==> src/hw/rtl/fhbs_pkg.sv <==
// shared types and constants for the flow hash backend selector
package fhbs_pkg;

   // table sizes; the index arithmetic relies on powers of two
   localparam int LOOKUP_ENTRIES  = 256;
   localparam int SERVICE_ENTRIES = 64;
   localparam int CONN_ENTRIES    = 1024;

   typedef enum logic [1:0] {
      CMD_PACKET  = 2'd0,
      CMD_RING_WR = 2'd1,
      CMD_SVC_WR  = 2'd2,
      CMD_NOP     = 2'd3
   } cmd_type;

   typedef enum logic [1:0] {
      V_PASS = 2'd0,
      V_DROP = 2'd1,
      V_FWD  = 2'd2,
      V_DONE = 2'd3
   } verdict_type;

   localparam logic [2:0] CLS_SHORT_ETH = 3'd0;
   localparam logic [2:0] CLS_COMPLETE  = 3'd5;

   localparam logic [0:0] REG_VIP     = 1'b0;
   localparam logic [0:0] REG_TTL_DEC = 1'b1;

   localparam logic [63:0] MIX_MUL_A = 64'hff51afd7ed558ccd;
   localparam logic [63:0] MIX_MUL_B = 64'hc4ceb9fe1a85ec53;
   localparam int          MIX_SHIFT = 33;

   typedef enum logic [3:0] {
      ST_IDLE,
      ST_CLEAR,
      ST_MIX_A,
      ST_MUL_A,
      ST_MIX_B,
      ST_MUL_B,
      ST_MIX_C,
      ST_CONN_RD,
      ST_CONN_CHK,
      ST_SVC_CHK,
      ST_RING_RD,
      ST_RING_CHK,
      ST_PROBE_SVC,
      ST_DONE
   } state_type;

   // shared multiplier control
   typedef struct packed {
      logic        start;
      logic [63:0] a;
      logic [63:0] b;
   } mul_req_type;

   typedef struct packed {
      logic        done;
      logic [63:0] product;
   } mul_rsp_type;

   function automatic logic [31:0] swap32(input logic [31:0] v);
      swap32 = {v[7:0], v[15:8], v[23:16], v[31:24]};
   endfunction

   function automatic logic [15:0] patch_checksum(input logic [15:0] chk,
                                                  input logic [7:0]  old_ttl,
                                                  input logic [7:0]  new_ttl);
      logic [17:0] s;
      logic [16:0] f;
      s = {2'b0, ~chk} + {2'b0, ~{8'h00, old_ttl}} + {10'b0, new_ttl};
      f = {1'b0, s[15:0]} + {15'b0, s[17:16]};
      f = {1'b0, f[15:0]} + {16'b0, f[16]};
      patch_checksum = ~f[15:0];
   endfunction

endpackage

==> src/hw/rtl/fhbs_mul64.sv <==
// 64x64 low-half multiplier built from a 32x32 unit
module fhbs_mul64
   import fhbs_pkg::*;
(
   input  logic        clock,
   input  logic        reset,
   input  mul_req_type mul_req,
   output mul_rsp_type mul_rsp
);

   logic [63:0] a_ff, b_ff, acc_ff, acc_in;
   logic [2:0]  step_ff, step_in;
   logic        done_ff, done_in;
   logic [31:0] op_a, op_b;
   logic [63:0] prod_ff;

   // one 32x32 partial product per cycle: al*bl, ah*bl, al*bh
   always_comb begin
      op_a = a_ff[31:0];
      op_b = b_ff[31:0];
      case (step_ff)
         3'd2:    op_a = a_ff[63:32];
         3'd3:    op_b = b_ff[63:32];
         default: ;
      endcase
   end

   always_comb begin
      step_in = step_ff;
      acc_in  = acc_ff;
      done_in = 1'b0;
      if (mul_req.start) begin
         step_in = 3'd1;
         acc_in  = '0;
      end else begin
         case (step_ff)
            3'd2: begin
               acc_in  = prod_ff;
               step_in = 3'd3;
            end
            3'd3: begin
               acc_in  = acc_ff + {prod_ff[31:0], 32'b0};
               step_in = 3'd4;
            end
            3'd4: begin
               acc_in  = acc_ff + {prod_ff[31:0], 32'b0};
               step_in = 3'd0;
               done_in = 1'b1;
            end
            3'd1:    step_in = 3'd2;
            default: ;
         endcase
      end
   end

   always_ff @(posedge clock) begin
      if (reset) begin
         step_ff <= '0;
         done_ff <= 1'b0;
      end else begin
         step_ff <= step_in;
         done_ff <= done_in;
      end
      if (mul_req.start) begin
         a_ff <= mul_req.a;
         b_ff <= mul_req.b;
      end
      acc_ff  <= acc_in;
      prod_ff <= {32'b0, op_a} * {32'b0, op_b};
   end

   assign mul_rsp.done    = done_ff;
   assign mul_rsp.product = acc_ff;

endmodule

==> config.mk <==
export PLATFORM = sky130hd
export DESIGN_NAME = fhbs_mul64
export DESIGN_NICKNAME = d
export VERILOG_FILES = /design/src/hw/rtl/fhbs_pkg.sv /design/src/hw/rtl/fhbs_mul64.sv
export SDC_FILE = /design/constraint.sdc
export NUM_CORES = 2
export LEC_CHECK = 0
export ABC_AREA = 1
export BUFFER_PORTS_ARGS = -buffer_cell sky130_fd_sc_hd__buf_2
export CORE_ASPECT_RATIO = 1.25
export CORE_UTILIZATION = 41
export DETAILED_ROUTE_END_ITERATION = 8
export GPL_TIMING_DRIVEN = 0
export PLACE_DENSITY = 0.59
export SLEW_MARGIN = 30
export SYNTH_ARGS = -nofsm -noshare
export SYNTH_HDL_FRONTEND = slang
export SYNTH_SLANG_ARGS = --single-unit
==> constraint.sdc <==
create_clock -name clock -period 7.18 [get_ports clock]
set_clock_uncertainty 0.15 [all_clocks]
set_input_delay 0.718 -clock clock [delete_from_list [all_inputs] [get_ports clock]]
set_output_delay 0.718 -clock clock [all_outputs]
set_load 0.02 [all_outputs]
==> run metrics <==
status=complete, but fails checks; failing checks=negative setup slack; top-count cell post-synth=inv_1; Distinct cells, synth=40; Routed Antenna Nets=0; syn nets=6598; 1st-iter DRT viols=2797; CTS buffer count=28; CTS Sinks=260; initial antenna violation count=4; Design Area, Final=56900 µm²; Synth area leader=fa_1; Hold WS=79.3 ps; post-synthesis compound-gate area fraction=4.95%; Final Worst Setup Slack=-838 ps; via-per-instance ratio=5.28; CTS tree=yes; fin nets=7142; Die X=296 µm; Post-Layout Cell Count=7272; CP max FO=7; dominant synthesized flop cell=dfxtp_1; Post-Synth XOR/XNOR Area=1.15%; crit path DAT=8400 ps; async set-or-reset flop fraction in the synthesized netlist=0%; vias in the first global route=39500; first drt pass iteration count=5; RSZ-0062 raised after global routing=true; root buffer cell=clkbuf_16; post-DP HPWL=152 mm; Placement Cell Area=47100 µm²; critical path data required time=7560 ps; simple-gate share of the synthesized area=17.7%; Max H-tree Level=1; Cell Rows=134; Crit Path Class=reg2reg; final WL=194 mm; # IOs=196; share of post-route cells with drive strength above 1=25.8%; Buf/Inv on CP=13; Syn Inst Count=5276; Die Ht=369 µm; Post-route DRC=0; Bufs on Longest Clock Path=3; largest net degree at the start of global routing=89; Starting Density=41.4%; CP max stage cell=fa_2; vias=38400; Synth top cells by count=1170 x inv_1, 1048 x nand2_1, 897 x fa_1, 809 x nor2_1, 294 x ha_1; Tmin final=8020 ps; Overall Global Routing Usage=35.5%; setup TNS=-30790 ps; Slew @ Worst Pin=650 ps; Synth area leaders=fa_1 41%, inv_1 9.9%, nand2_1 8.9%, edfxtp_1 8.7%, ha_1 8.3%; port bufs=195; post-synthesis adder-cell area fraction=48.9%; Post-synth EDFFs=128; fin crit share=112%; Synth Register Bits=260; YS warnings=0; Synth top area share=40.6%; CP peak stage delay=610 ps; RePlAce Congestion=1.03; die area=109000 µm²; Setup-failing EPs final=48; Core Box Area=107000 µm²; clk_lat worst skew=650 ps; largest family of logic cells by synthesized area=adder cells; drt wl/cell=26.7 µm; Max-Cap Viols=0; max-slew violation count=0; endpoints failing hold=0; gr ovfl total=0; Seq/Total Area, Yosys=14.7%; area delta synth->final=28.6%; first-pass GRT wire length=271 mm; mapped cell area=44300 µm²; post-synthesis mux area share=0%; Fmax=125 MHz; Hold WC Path Type=in2reg; syn avg cell area=8.39 µm²; normalized max-slew margin=56.7%; crit end category=register; placed insts=6900; startpoint types=register; clock slew at reported path FFs=60 ps; CP delay by family, top=adder cells
stage by stage:
stage	setup slack (ps)	util [%]
after CTS	-737	50.5
after global placement	-3150	44.0
after detailed placement	-2860	44.0
after global routing	-961	53.2
final	-838	53.2
after floorplan	56.8	-
metal layers:
layer	share of wire [%]	wire length, µm	track usage [%]	up-vias
met5	0.0067	13	0	-
met3	7.8	15200	6.28	657
li1	-	-	-	16600
met4	12	22400	31.3	2
met1	35	68300	41.0	19300
met2	45	88000	56.7	1808
repair_timing:
item / in CTS / in global routing
gates resized for setup: 964 / 564
hold buffers: 0 / 0
endpoints found under the setup margin: 56 / 54
setup buffers: 243 / 69
pin swaps: 205 / 289
cloned: 5 / 5
flip-flops by register name, summed over array words and instances (netlist names):
signal,cells
a_ff,64
acc_ff,64
b_ff,64
done_ff,1
prod_ff,64
step_ff,3
path summary, 6_finish.rpt:
kind	slack, ps	start	depth (start not counted)	to
max	-840	step_ff[0]	32	prod_ff[60]
min	80	reset	2	step_ff[0]
max reg2reg	-840	step_ff[0]	32	prod_ff[60]
min reg2reg	320	prod_ff[43]	2	acc_ff[43]
cells by family (layout without fill, tap and decap cells):
group,Yosys count,count (layout)
other,0,2
xor gates and xnor gates,58,58
and+or+nand+nor,2013,2013
buffers and inverters,1401,1967
DFF,260,260
adders and majority gates,1191,1191
AOI/OAI and AO/OA,353,353
layout make-up:
type                       instances  area (µm²)
timing repair buffer             515        4510
antenna                            2        5.00
buffer                           186        2520
timing repair inverter             1        20.0
tap                             1428        1790
multi-input combinational       3615       35800
clock buffer                      36         793
clock inverter                    16         185
fill                           10200       50000
inverter                        1213        4840
sequential                       260        6490
cells in the final DEF (no fill, tap or decap), drive strengths merged:
| cell | Yosys | layout |
|---|---|---|
| edfxtp | 128 | 128 |
| nor2 | 819 | 819 |
| buf | 161 | 666 |
| a21o | 6 | 6 |
| xor2 | 46 | 46 |
| xnor2 | 12 | 12 |
| nor4 | 5 | 5 |
| o21ai | 165 | 165 |
| o21bai | 10 | 10 |
| a211oi | 1 | 1 |
| a22oi | 6 | 6 |
| o21a | 8 | 8 |
| nand4 | 19 | 19 |
| clkinv | 0 | 13 |
| diode | 0 | 2 |
| nand3 | 94 | 94 |
| inv | 1213 | 1209 |
| clkbuf | 27 | 67 |
| nor3 | 17 | 17 |
| a31o | 1 | 1 |
| and2 | 2 | 2 |
| a21boi | 4 | 4 |
| dfxtp | 132 | 132 |
| or2 | 4 | 4 |
| fa | 897 | 897 |
| bufinv | 0 | 2 |
| bufbuf | 0 | 4 |
| clkinvlp | 0 | 6 |
| ha | 294 | 294 |
| nand2 | 1049 | 1049 |
| a31oi | 5 | 5 |
| a21oi | 147 | 147 |
| nand3b | 4 | 4 |
Power is left out: the tool's default activity adds up to more than one toggle a clock period on the data nets, which glitch-free logic cannot reach.
